[config.mk]
export PLATFORM = sky130hd
export DESIGN_NAME = radio_byte_framer
export DESIGN_NICKNAME = d
export VERILOG_FILES = /design/src/rbf_pkg.sv /design/src/rbf_front.sv /design/src/rbf_fifo.sv /design/src/rbf_back.sv /design/src/radio_byte_framer.sv
export VERILOG_INCLUDE_DIRS = /design/src /design/src/src
export SDC_FILE = /design/constraint.sdc
export NUM_CORES = 2
export LEC_CHECK = 0
export ABC_AREA = 1
export BUFFER_PORTS_ARGS = -buffer_cell sky130_fd_sc_hd__buf_2
export CAP_MARGIN = 20
export CORE_UTILIZATION = 60
export DETAILED_ROUTE_END_ITERATION = 7
export PLACE_DENSITY = 0.76
export RECOVER_POWER = 50
export SETUP_SLACK_MARGIN = 0.1
export SYNTH_ARGS = -nofsm -noshare
export SYNTH_HDL_FRONTEND = slang
export SYNTH_SLANG_ARGS = --single-unit
[constraint.sdc]
create_clock -name clk_i -period 12.6 [get_ports clk_i]
set_input_delay 1.26 -clock clk_i [delete_from_list [all_inputs] [get_ports clk_i]]
set_output_delay 1.26 -clock clk_i [all_outputs]
set_load 0.005 [all_outputs]
[src/radio_byte_framer_defines.svh]
// Assertion macros used by the framer back end.
`ifndef RADIO_BYTE_FRAMER_DEFINES_SVH
`define RADIO_BYTE_FRAMER_DEFINES_SVH

// Same-cycle implication, sampled on clk_i, off while rst_ni is low.
`define RBF_ASSERT_IMPL(lbl, ante, cons, msg) \
  lbl: assert property (@(posedge clk_i) disable iff (!rst_ni) (ante) |-> (cons)) \
    else $error(msg);

// Next-cycle implication, sampled on clk_i, off while rst_ni is low.
`define RBF_ASSERT_NEXT(lbl, ante, cons, msg) \
  lbl: assert property (@(posedge clk_i) disable iff (!rst_ni) (ante) |=> (cons)) \
    else $error(msg);

`endif

[src/rbf_pkg.sv]
// Shared types and constants of the radio byte framer.
package rbf_pkg;

  localparam int TX_DEPTH_DEF = 256;
  localparam int FIFO_DEPTH   = 2;

  // Host action codes
  localparam logic [2:0] ACT_CLEAR    = 3'd0;
  localparam logic [2:0] ACT_LOAD     = 3'd1;
  localparam logic [2:0] ACT_START_TX = 3'd2;
  localparam logic [2:0] ACT_REQUEST  = 3'd3;
  localparam logic [2:0] ACT_END_PRE  = 3'd4;
  localparam logic [2:0] ACT_RX_BYTE  = 3'd5;
  localparam logic [2:0] ACT_START_RX = 3'd6;

  // Result kinds
  localparam logic [1:0] KIND_TX  = 2'd0;
  localparam logic [1:0] KIND_RX  = 2'd1;
  localparam logic [1:0] KIND_UFL = 2'd2;

  // Configuration register indexes
  localparam logic [1:0] CFG_PREAMBLE = 2'd0;
  localparam logic [1:0] CFG_SYNC_HI  = 2'd1;
  localparam logic [1:0] CFG_SYNC_LO  = 2'd2;

  typedef enum logic [2:0] {
    OP_CLEAR,
    OP_LOAD,
    OP_START_TX,
    OP_REQUEST,
    OP_END_PRE,
    OP_RX_BYTE,
    OP_START_RX,
    OP_NONE
  } op_e;

  typedef struct packed {
    op_e        op;
    logic [7:0] data_byte;
    logic [7:0] signal_strength;
    logic       extend_preamble;
  } item_t;

  typedef struct packed {
    logic [15:0] preamble_pattern;
    logic [7:0]  sync_high;
    logic [7:0]  sync_low;
  } cfg_t;

endpackage

[src/rbf_front.sv]
// Front end: accept input words, decode the action and push words with a used action code into the queue.
module rbf_front import rbf_pkg::*; (
  input  logic        in_valid_i,
  output logic        in_ready_o,
  input  logic [2:0]  in_action_i,
  input  logic [16:0] in_data_i,
  input  logic        full_i,
  output logic        push_o,
  output item_t       push_item_o
);

  op_e op;

  always_comb begin
    case (in_action_i)
      ACT_CLEAR:    op = OP_CLEAR;
      ACT_LOAD:     op = OP_LOAD;
      ACT_START_TX: op = OP_START_TX;
      ACT_REQUEST:  op = OP_REQUEST;
      ACT_END_PRE:  op = OP_END_PRE;
      ACT_RX_BYTE:  op = OP_RX_BYTE;
      ACT_START_RX: op = OP_START_RX;
      default:      op = OP_NONE;
    endcase
  end

  assign in_ready_o = !full_i;

  // Drop words with an unused action code: they change nothing.
  assign push_o = in_valid_i && !full_i && (op != OP_NONE);

  assign push_item_o.op              = op;
  assign push_item_o.data_byte       = in_data_i[7:0];
  assign push_item_o.signal_strength = in_data_i[15:8];
  assign push_item_o.extend_preamble = in_data_i[16];

endmodule

[src/rbf_fifo.sv]
// Short queue of decoded words between the front end and the back end.
module rbf_fifo import rbf_pkg::*; (
  input  logic  clk_i,
  input  logic  rst_ni,
  input  logic  push_i,
  input  item_t push_item_i,
  output logic  full_o,
  output logic  valid_o,
  output item_t item_o,
  input  logic  pop_i
);

  localparam int QAW = $clog2(FIFO_DEPTH);
  localparam int QCW = $clog2(FIFO_DEPTH + 1);

  item_t            mem_q [FIFO_DEPTH];
  logic [QAW-1:0]   wr_ptr_q, rd_ptr_q;
  logic [QCW-1:0]   count_q;
  logic             do_push, do_pop;

  assign full_o  = (count_q == QCW'(FIFO_DEPTH));
  assign valid_o = (count_q != '0);
  assign item_o  = mem_q[rd_ptr_q];
  assign do_push = push_i && !full_o;
  assign do_pop  = pop_i && valid_o;

  always_ff @(posedge clk_i or negedge rst_ni) begin
    if (!rst_ni) begin
      wr_ptr_q <= '0;
      rd_ptr_q <= '0;
      count_q  <= '0;
    end else begin
      if (do_push) begin
        wr_ptr_q <= (wr_ptr_q == QAW'(FIFO_DEPTH - 1)) ? '0 : wr_ptr_q + 1'b1;
      end
      if (do_pop) begin
        rd_ptr_q <= (rd_ptr_q == QAW'(FIFO_DEPTH - 1)) ? '0 : rd_ptr_q + 1'b1;
      end
      case ({do_push, do_pop})
        2'b10:   count_q <= count_q + 1'b1;
        2'b01:   count_q <= count_q - 1'b1;
        default: count_q <= count_q;
      endcase
    end
  end

  always_ff @(posedge clk_i) begin
    if (do_push) begin
      mem_q[wr_ptr_q] <= push_item_i;
    end
  end

endmodule

[src/rbf_back.sv]
// Back end: framer state, packet buffer, result sequencer and output register.
`include "radio_byte_framer_defines.svh"

module rbf_back import rbf_pkg::*; #(
  parameter int TX_DEPTH = TX_DEPTH_DEF
) (
  input  logic        clk_i,
  input  logic        rst_ni,
  input  cfg_t        cfg_i,
  input  logic        item_valid_i,
  input  item_t       item_i,
  output logic        item_pop_o,
  output logic        out_valid_o,
  input  logic        out_ready_i,
  output logic [7:0]  out_byte_o,
  output logic [1:0]  out_kind_o,
  output logic        out_last_o,
  output logic [15:0] out_cnt_o
);

  localparam int LW = $clog2(TX_DEPTH);

  typedef enum logic [6:0] {
    PH_PRE0    = 7'b0000001,
    PH_PRE1    = 7'b0000010,
    PH_DEFAULT = 7'b0000100,
    PH_SYNC_HI = 7'b0001000,
    PH_SYNC_LO = 7'b0010000,
    PH_DATA    = 7'b0100000,
    PH_DONE    = 7'b1000000
  } phase_e;

  phase_e      phase_q, phase_d, data_or_done;
  logic [LW-1:0] len_q, len_d, pos_q, pos_d;
  logic [LW:0]   len_inc, pos_inc;
  logic        stop_q, stop_d;
  logic [7:0]  rx_cnt_q, rx_cnt_d;
  logic [7:0]  pkt_q, pkt_d;
  logic [15:0] ufl_q, ufl_d;

  logic [7:0]  mem_q [TX_DEPTH];
  logic [7:0]  mem_rdata_q;
  logic        wr_en;

  // pending results of the word in flight
  logic        busy_q;
  logic [1:0]  idx_q;
  logic [1:0]  res_n_q, n_new;
  logic [7:0]  res_b0_q, res_b1_q, res_b2_q, b0_new, b1_new, b2_new;
  logic [1:0]  res_kind_q, kind_new;
  logic        res_mem_q, mem_new;
  logic [15:0] res_cnt_q;
  logic        do_ufl;

  logic        out_valid_q, out_last_q;
  logic [7:0]  out_byte_q, cur_byte;
  logic [1:0]  out_kind_q;
  logic [15:0] out_cnt_q;

  logic        load, cur_last, pop;

  assign len_inc      = {1'b0, len_q} + 1'b1;
  assign pos_inc      = {1'b0, pos_q} + 1'b1;
  assign data_or_done = (len_q == '0) ? PH_DONE : PH_DATA;

  assign load     = busy_q && (!out_valid_q || out_ready_i);
  assign cur_last = (idx_q == res_n_q - 2'd1);
  assign pop      = item_valid_i && (!busy_q || (load && cur_last));
  assign item_pop_o = pop;

  always_comb begin
    phase_d  = phase_q;
    len_d    = len_q;
    pos_d    = pos_q;
    stop_d   = stop_q;
    rx_cnt_d = rx_cnt_q;
    pkt_d    = pkt_q;
    ufl_d    = ufl_q;
    wr_en    = 1'b0;
    do_ufl   = 1'b0;
    n_new    = 2'd0;
    b0_new   = 8'h00;
    b1_new   = 8'h00;
    b2_new   = 8'h00;
    kind_new = KIND_TX;
    mem_new  = 1'b0;
    if (pop) begin
      case (item_i.op)
        OP_CLEAR: len_d = '0;
        OP_LOAD: begin
          if (len_inc < (LW+1)'(TX_DEPTH)) begin
            wr_en = 1'b1;
            len_d = len_inc[LW-1:0];
          end
        end
        OP_START_TX: begin
          pos_d = '0;
          if (cfg_i.preamble_pattern != 16'h0000) begin
            stop_d  = 1'b0;
            phase_d = PH_PRE0;
          end else if (item_i.extend_preamble) begin
            phase_d = PH_DEFAULT;
          end else begin
            phase_d = data_or_done;
          end
        end
        OP_REQUEST: begin
          case (phase_q)
            PH_PRE0: begin
              n_new   = 2'd1;
              b0_new  = cfg_i.preamble_pattern[15:8];
              phase_d = PH_PRE1;
            end
            PH_PRE1: begin
              n_new   = 2'd1;
              b0_new  = cfg_i.preamble_pattern[7:0];
              phase_d = stop_q ? PH_SYNC_HI : PH_PRE0;
            end
            PH_SYNC_HI: begin
              n_new   = 2'd1;
              b0_new  = cfg_i.sync_high;
              phase_d = PH_SYNC_LO;
            end
            PH_SYNC_LO: begin
              n_new   = 2'd1;
              b0_new  = cfg_i.sync_low;
              phase_d = data_or_done;
            end
            PH_DATA: begin
              if (pos_q >= len_q) begin
                do_ufl = 1'b1;
              end else begin
                n_new   = 2'd1;
                mem_new = 1'b1;
                pos_d   = pos_inc[LW-1:0];
                if (pos_inc >= {1'b0, len_q}) begin
                  phase_d = PH_DONE;
                end
              end
            end
            PH_DEFAULT: ;
            default: do_ufl = 1'b1;
          endcase
        end
        OP_END_PRE: begin
          stop_d = 1'b1;
          if (phase_q == PH_DEFAULT) begin
            phase_d = data_or_done;
          end
        end
        OP_RX_BYTE: begin
          kind_new = KIND_RX;
          if (rx_cnt_q == 8'h00) begin
            // header first: signal strength, then packet number
            n_new    = 2'd3;
            b0_new   = item_i.signal_strength;
            b1_new   = pkt_q;
            b2_new   = item_i.data_byte;
            pkt_d    = pkt_q + 8'd1;
            rx_cnt_d = 8'd3;
          end else begin
            n_new    = 2'd1;
            b0_new   = item_i.data_byte;
            rx_cnt_d = rx_cnt_q + 8'd1;
          end
        end
        OP_START_RX: rx_cnt_d = 8'h00;
        default: ;
      endcase
      if (do_ufl) begin
        phase_d  = PH_DONE;
        ufl_d    = ufl_q + 16'd1;
        n_new    = 2'd1;
        b0_new   = 8'h00;
        kind_new = KIND_UFL;
      end
    end
  end

  always_comb begin
    case (idx_q)
      2'd0:    cur_byte = res_mem_q ? mem_rdata_q : res_b0_q;
      2'd1:    cur_byte = res_b1_q;
      default: cur_byte = res_b2_q;
    endcase
  end

  always_ff @(posedge clk_i or negedge rst_ni) begin
    if (!rst_ni) begin
      phase_q     <= PH_DONE;
      len_q       <= '0;
      pos_q       <= '0;
      stop_q      <= 1'b0;
      rx_cnt_q    <= 8'h00;
      pkt_q       <= 8'h00;
      ufl_q       <= 16'h0000;
      busy_q      <= 1'b0;
      idx_q       <= 2'd0;
      out_valid_q <= 1'b0;
    end else begin
      phase_q  <= phase_d;
      len_q    <= len_d;
      pos_q    <= pos_d;
      stop_q   <= stop_d;
      rx_cnt_q <= rx_cnt_d;
      pkt_q    <= pkt_d;
      ufl_q    <= ufl_d;
      if (pop) begin
        busy_q <= (n_new != 2'd0);
        idx_q  <= 2'd0;
      end else if (load) begin
        busy_q <= !cur_last;
        idx_q  <= idx_q + 2'd1;
      end
      if (load) begin
        out_valid_q <= 1'b1;
      end else if (out_ready_i) begin
        out_valid_q <= 1'b0;
      end
    end
  end

  // payload registers and packet buffer
  always_ff @(posedge clk_i) begin
    if (wr_en) begin
      mem_q[len_q] <= item_i.data_byte;
    end
    if (pop) begin
      mem_rdata_q <= mem_q[pos_q];
      res_n_q     <= n_new;
      res_b0_q    <= b0_new;
      res_b1_q    <= b1_new;
      res_b2_q    <= b2_new;
      res_kind_q  <= kind_new;
      res_mem_q   <= mem_new;
      res_cnt_q   <= ufl_d;
    end
    if (load) begin
      out_byte_q <= cur_byte;
      out_kind_q <= res_kind_q;
      out_last_q <= cur_last;
      out_cnt_q  <= res_cnt_q;
    end
  end

  assign out_valid_o = out_valid_q;
  assign out_byte_o  = out_byte_q;
  assign out_kind_o  = out_kind_q;
  assign out_last_o  = out_last_q;
  assign out_cnt_o   = out_cnt_q;

  `RBF_ASSERT_IMPL(a_idx_in_range, busy_q, idx_q < res_n_q, "result index past count")
  `RBF_ASSERT_IMPL(a_ufl_word, out_valid_q && (out_kind_q == KIND_UFL), (out_byte_q == 8'h00) && out_last_q, "bad underflow word")
  `RBF_ASSERT_IMPL(a_phase_onehot, 1'b1, $onehot(phase_q), "tx phase not one-hot")
  `RBF_ASSERT_IMPL(a_len_bound, 1'b1, {1'b0, len_q} < (LW+1)'(TX_DEPTH), "tx length past buffer")

endmodule

[src/radio_byte_framer.sv]
// A word accepted on s_axis passes the queue, the back-end result registers and the output
// register. Throughput: one word per cycle when it gives no result, while no earlier word's
// results wait on m_axis; a received first byte gives three, set by the result sequencer.
// Reset (rst_ni low, async): tx phase done, counters and lengths zero, config to
// defaults; the packet buffer is not cleared and reads as undefined until loaded.
module radio_byte_framer import rbf_pkg::*; #(
  parameter int TX_DEPTH = TX_DEPTH_DEF
) (
  input  logic        clk_i,
  input  logic        rst_ni,
  // input words
  input  logic        s_axis_tvalid,
  output logic        s_axis_tready,
  input  logic [23:0] s_axis_tdata,  // data_byte[7:0], signal_strength[15:8],
                                     // extend_preamble[16], zero pad[23:17]
  input  logic [2:0]  s_axis_tuser,  // action[2:0]
  // result words
  output logic        m_axis_tvalid,
  input  logic        m_axis_tready,
  output logic [23:0] m_axis_tdata,  // out_byte[7:0], underflow_count[23:8]
  output logic [1:0]  m_axis_tuser,  // kind[1:0]
  output logic        m_axis_tlast,
  // configuration writes
  input  logic        cfg_valid_i,
  output logic        cfg_ready_o,
  input  logic [1:0]  cfg_index_i,
  input  logic [15:0] cfg_data_i
);

  cfg_t        cfg_q;
  logic        push, full, q_valid, q_pop;
  item_t       push_item, q_item;
  logic [7:0]  out_byte;
  logic [15:0] out_cnt;

  // Config writes land at once; the host must write only while the framer is idle; the block does not enforce it.
  assign cfg_ready_o = 1'b1;

  always_ff @(posedge clk_i or negedge rst_ni) begin
    if (!rst_ni) begin
      cfg_q.preamble_pattern <= 16'h0000;
      cfg_q.sync_high        <= 8'hFF;
      cfg_q.sync_low         <= 8'h00;
    end else if (cfg_valid_i) begin
      case (cfg_index_i)
        CFG_PREAMBLE: cfg_q.preamble_pattern <= cfg_data_i;
        CFG_SYNC_HI:  cfg_q.sync_high        <= cfg_data_i[7:0];
        CFG_SYNC_LO:  cfg_q.sync_low         <= cfg_data_i[7:0];
        default: ;  // drop writes past the register list
      endcase
    end
  end

  // Front end: decode each word and hand those with a used action code to the queue.
  rbf_front u_front (
    .in_valid_i  (s_axis_tvalid),
    .in_ready_o  (s_axis_tready),
    .in_action_i (s_axis_tuser),
    .in_data_i   (s_axis_tdata[16:0]),
    .full_i      (full),
    .push_o      (push),
    .push_item_o (push_item)
  );

  // Queue: lets the host side keep going while results wait on the radio side.
  rbf_fifo u_fifo (
    .clk_i       (clk_i),
    .rst_ni      (rst_ni),
    .push_i      (push),
    .push_item_i (push_item),
    .full_o      (full),
    .valid_o     (q_valid),
    .item_o      (q_item),
    .pop_i       (q_pop)
  );

  // Back end: tx/rx state, packet buffer and output register.
  rbf_back #(
    .TX_DEPTH (TX_DEPTH)
  ) u_back (
    .clk_i        (clk_i),
    .rst_ni       (rst_ni),
    .cfg_i        (cfg_q),
    .item_valid_i (q_valid),
    .item_i       (q_item),
    .item_pop_o   (q_pop),
    .out_valid_o  (m_axis_tvalid),
    .out_ready_i  (m_axis_tready),
    .out_byte_o   (out_byte),
    .out_kind_o   (m_axis_tuser),
    .out_last_o   (m_axis_tlast),
    .out_cnt_o    (out_cnt)
  );

  assign m_axis_tdata = {out_cnt, out_byte};

endmodule
### Yosys cells after proc, flatten, opt, wreduce, memory -nomap -nowiden

Memory sizes are Yosys's and may differ from the RTL's. A register that Yosys moved wholly into a read port is not among the register bits.
Index checks and enable logic that the tools add are counted.

| word-level totals | value |
|---|---|
| bits in registers | 168 |
| memory bits (writable) | 2088 |
| output and inout bits | 30 |
| memories kept | 2 |

| operators by class | value |
|---|---|
| add/subtract/negate cells | 11 |
| order comparisons | 3 |
| equal/unequal tests | 34 |
| muxes and demuxes | 55 |
| reduce and logical (&&, ||, !) cells | 43 |

Memories:

| memory | depth | width | read ports | clocked after memory_dff | write ports | RTL line | text |
|---|---|---|---|---|---|---|---|
| u_back.mem_q | 256 | 8 | 1 | 1 | 1 | rbf_back.sv:41 | `logic [7:0] mem_q [TX_DEPTH];` |
| u_fifo.mem_q | 2 | 20 | 1 | 0 | 1 | rbf_fifo.sv:16 | `item_t mem_q [FIFO_DEPTH];` |

Operator list:

| kind | count |
|---|---|
| 8-bit case mux with 2 select lines | 5 |
| 7-bit two-way mux | 7 |
| 8-bit two-way mux | 6 |
| 7-bit case mux with 5 select lines | 1 |
| 16-bit two-way mux | 2 |
| 8-bit case mux with 4 select lines | 1 |
| 3-bit case mux with 7 select lines | 1 |
| 7-bit case mux with 3 select lines | 1 |
| 1-bit two-way mux | 20 |
| 8-bit by 1-bit adder with 9-bit output, second input constant | 2 |
| 3-bit equality test, second input constant | 6 |
| 2-bit nonzero test | 9 |
| 16-bit by 1-bit adder with 16-bit output, second input constant | 1 |
| 8-bit by 1-bit adder with 8-bit output, second input constant | 2 |
| 8-bit zero test | 2 |
| 16-bit nonzero test | 1 |
| 3-bit by 2-bit equality test with 1-bit output, second input constant | 4 |
| 2-bit case mux with 2 select lines | 3 |
| 2-bit AND reduction | 6 |
| 2-bit two-way mux | 5 |
| 9-bit by 8-bit greater-or-equal comparator with 1-bit output | 1 |
| 9-bit < comparator, second input constant | 1 |
| 3-bit AND reduction | 3 |
| 8-bit greater-or-equal comparator | 1 |
| 32 further kinds | 55 |

### Depth between registers and ports, before layout

| depth | value |
|---|---|
| word-level depth | 11 |
| depth in mapped cells | 20 |
| depth with buffers taken out | 16 |

### Cells and area by module

From an unflattened synthesis, not the netlist that was laid out.

| unflattened totals | value |
|---|---|
| cells, all modules | 8780 |
| area, all modules | 96104.7 um2 |

By module, submodules not included:

| module | times used | cells an instance | area each (um2) |
|---|---|---|---|
| rbf_back | 1 | 8474 | 92881.6 |
| rbf_fifo | 1 | 136 | 1690.4 |
| radio_byte_framer | 1 | 144 | 1367.6 |
| rbf_front | 1 | 26 | 165.2 |

### Worst setup path before layout

OpenSTA, ideal clock, no wires.

| path | value |
|---|---|
| path kind | input port to flip-flop |
| start | input port m_axis_tready |
| end | register u_fifo.count_q[1] |
| setup time | 131 ps |
| arrival time | 4859 ps |
| data required time | 12469 ps |
| slack | 7610 ps |
| stages | 9 |
| path buffers | 1 |
| cells stage by stage | inv_1 > a21oi_4 > nand3_2 > a21boi_0 > clkbuf_1 > ha_1 > a21oi_1 > o21ai_0 > xor2_1 |

| between the ends | value |
|---|---|
| longest elaborated chain between the ends | 8 |

RTL lines:

| what | RTL line | text |
|---|---|---|
| from (decl) | radio_byte_framer.sv:19 | `input logic m_axis_tready,` |
| 1-bit logical OR (*) | rbf_back.sv:66 | `assign load = busy_q && (!out_valid_q \|\| out_ready_i);` |
| 1-bit logical AND (*) | rbf_back.sv:66 |  |
| net u_back.load | rbf_back.sv:60 | `logic load, cur_last, pop;` |
| 1-bit logical AND (*) | rbf_back.sv:68 | `assign pop = item_valid_i && (!busy_q \|\| (load && cur_last));` |
| 1-bit logical OR (*) | rbf_back.sv:68 |  |
| 1-bit logical AND (*) | rbf_back.sv:68 |  |
| net q_pop | radio_byte_framer.sv:31 | `logic push, full, q_valid, q_pop;` |
| 1-bit logical AND (*) | rbf_fifo.sv:25 | `assign do_pop = pop_i && valid_o;` |
| 2-bit by 1-bit equality test with 1-bit output or 2-bit equality test (tied branches) | rbf_fifo.sv:39 | `case ({do_push, do_pop})` |
| 2-bit case mux with 2 select lines or 2-bit nonzero test (tied branches) | - |  |
| to (signal assigned) | rbf_fifo.sv:40 | `2'b10: count_q <= count_q + 1'b1;` |
| to (signal assigned) | rbf_fifo.sv:41 | `2'b01: count_q <= count_q - 1'b1;` |
| to (signal assigned) | rbf_fifo.sv:42 | `default: count_q <= count_q;` |
| to (decl) | rbf_fifo.sv:18 | `logic [QCW-1:0] count_q;` |

The timed path passes the listed nets; every way through them passes the cells marked *.
A chain may end at the register's enable or synchronous reset.

==> flow_metrics.tcl <==
set metrics [dict create \
    timing.fmax_mhz 115.8 \
    dr.pass1.iters 8 \
    coreArea_um2 156200 \
    cpLargestDelayFamily "buffers and inverters" \
    clock_latency_ns 0.86 \
    first_iter_violations 8669 \
    antenna_found_initial 7 \
    layout.nets 8439 \
    layout_min_cycle_time_ns 8.632 \
    drive_gt1_share_pct 5.609 \
    grt_pass1_wl_mm 362.1 \
    synth_flop_cell "edfxtp_1" \
    synth_edf_count 2168 \
    irDropWorstVdd_mv 0.3388 \
    dieArea_um2 158800 \
    via_per_inst 6.045 \
    numPortBuffers 71 \
    cts_buffers 214 \
    path_buf_inv 3 \
    tightestPinTransition_ns 5.393 \
    setup_viol 0 \
    wire_per_inst_um 22.88 \
    violations "max-capacitance violations, max-slew violations" \
    cts.sinks 2264 \
    leakage_nw 37.65 \
    start_kind "flip-flop" \
    cp_max_fo 101 \
    crit_chain "inv_1 -> or2_2 -> o21ai_0 -> clkinvlp_2 -> clkbuf_1" \
    grt_use_total_pct 30.33 \
    finalCritPeriodShare_pct 68.51 \
    fp.dieH_um 398.5 \
    synthArstFlopShare_pct 4.240 \
    hold_buffers 0 \
    placed_area_um2 96130 \
    drv_cap 18 \
    post_cts_buffers 0 \
    final_common_cell "nand2_1" \
    outcome "complete, but fails checks" \
    routed_wl_mm 242.6 \
    whs_ns 0.4193 \
    rsz0062_at_grt "no" \
    power.total_mw 24.62 \
    cts-root-buf "clkbuf_16" \
    tritoncts "done" \
    synthCells 8489 \
    ant_nets 0 \
    synth_area_leaders "edfxtp_1 69%, nand2_1 9.8%, nand3_1 8.0%" \
    hp-class "flip-flop to flip-flop" \
    maxSlewHeadroom_pct -261.5 \
    h-tree-depth 4 \
    ios 80 \
    instances_no_fill 10600 \
    yosys.area.top_type "edfxtp_1" \
    hold_violations 0 \
    path_class "flip-flop to flip-flop" \
    vias 64080 \
    grt_pass1_vias 60970 \
    crit_required_ns 12.65 \
    num_rows 145 \
    fin_area_um2 102900 \
    fin_skew_ns 0.03311 \
    clockBufferDepth 3 \
    placed_cells 10200 \
    postSynthAreaPerCell_um2 11.11 \
    die_width_um 398.5 \
    ys_seq_area_share_pct 71.58 \
    grt-ovfl-total 0 \
    drc 0 \
    routabilityCongestion 0.9298 \
    cpPeakStageDelay_ns 3.62 \
    end_kind "flip-flop" \
    grt_max_degree 237 \
    fin_setup_tns_ns 0 \
    ys_warn_count 0 \
    clkTransAtPathRegs_ns 0.07 \
    crit_arrival_ns 8.68 \
    yosysTopAreaCellShare_pct 69.02 \
    ys_ff_latch 2264 \
    synth_cell_types 43 \
    syn-cell-area_um2 94320 \
    start_util_pct 60.38 \
    cts_resized 0 \
    power_density_nw_per_um2 239.3 \
    slowest_stage "clkinvlp_2" \
    area_growth_pct 9.048 \
    drv_slew 1482 \
    dp.final_hpwl_mm 134.1 \
    final_cell_mix "2459 x nand2_1, 2168 x edfxtp_1, 1493 x nand3_1" \
]
## cell families (layout without fill, tap and decap cells)
logic type      Yosys count  count (layout)  synth area share, %
simple gates           4783            4783                21.32
compound gates          435             435                2.526
fa+ha+maj                28              28               0.3714
buf+inv                 944             988                3.883
mux                       1               1              0.01061
xor+xnor                 32              32               0.2971
flops                  2264            2264                71.58
other cells               2              11             0.007962
## cells in the mapped netlist, drive strengths merged (4+ instances only)
cell type	number
dfstp	9
edfxtp	2168
a211oi	4
o31ai	4
xor2	29
nor3	24
nor4	7
o211ai	60
nor2	742
nand2	2477
a21oi	66
ha	28
o22ai	10
o21ai	285
buf	126
nand3	1502
clkinv	8
nand4	19
or2	10
clkbuf	381
inv	429
dfrtp	87
## flip-flops by register name, summed over array words and instances (netlist names), 2 cells and up
name,flops
u_back.out_byte_o,8
u_back.res_b1_q,8
u_back.len_q,8
u_back.out_kind_o,2
u_fifo.mem_q,40
u_back.res_n_q,2
u_back.pkt_q,8
cfg_q,32
u_back.res_cnt_q,16
u_back.mem_rdata_q,8
u_back.res_b0_q,8
u_back.pos_q,8
u_back.out_cnt_o,16
u_back.ufl_q,16
u_back.res_kind_q,2
u_fifo.count_q,2
u_back.phase_q,7
u_back.mem_q,2048
u_back.idx_q,2
u_back.res_b2_q,8
u_back.rx_cnt_q,8
## report_power, final
| group | switching [mW] | leakage [nW] | internal (mW) |
|---|---|---|---|
| sequential | 0.215 | 20.7 | 9.88 |
| combinational | 6.42 | 13.6 | 1.77 |
| clock | 2.76 | 3.35 | 3.57 |
## per-stage QoR
| step | util, % | setup WS [ns] |
|---|---|---|
| global route | 65.84 | 3.689 |
| detailed placement | 61.54 | 7.314 |
| global placement | 61.53 | 7.462 |
| CTS | 65.92 | 7.531 |
| finish | 65.85 | 3.968 |
| floorplan | - | 7.610 |
## worst reg2reg max path: cells and delay by family (launching register included)
kind                   cells  cell delay [ns]
buffers and inverters      3             6.44
flip-flops                 1             0.79
AO/OA/AOI/OAI              1             0.13
AND/OR/NAND/NOR            1             0.40
## layer usage
metal	vias up	track usage [%]	wire [um]
li1	28900	-	-
met1	30750	41.64	90960
met2	3780	46.70	112200
met3	653	6.229	27110
met4	4	14.65	12280
met5	-	0	27
## path summary, 6_finish.rpt
kind	startpoint	to	slack (ns)	cells after the start
min in group asynchronous	rst_ni	u_back.ufl_q[15]	0.61	1
setup reg to reg	u_fifo.rd_ptr_q	u_back.mem_q[79][0]	3.97	5
max in group asynchronous	rst_ni	u_back.pos_q[0]	6.90	3
hold reg to reg	u_back.res_cnt_q[4]	u_back.out_cnt_o[4]	0.42	0
setup / recovery	u_fifo.rd_ptr_q	u_back.mem_q[79][0]	3.97	5
hold / removal	u_back.res_cnt_q[4]	u_back.out_cnt_o[4]	0.42	0
## layout make-up
type	instances	area, um2
Clock buffer	270	5719
Timing Repair Buffer	156	1008
Fill cell	11020	53350
Clock inverter	125	1131
Tap cell	2058	2575
Antenna cell	2	5.005
Multi-Input combinational cell	5288	23210
Sequential cell	2264	67530
Inverter	437	1677
Power figures use the tool's default switching activity.
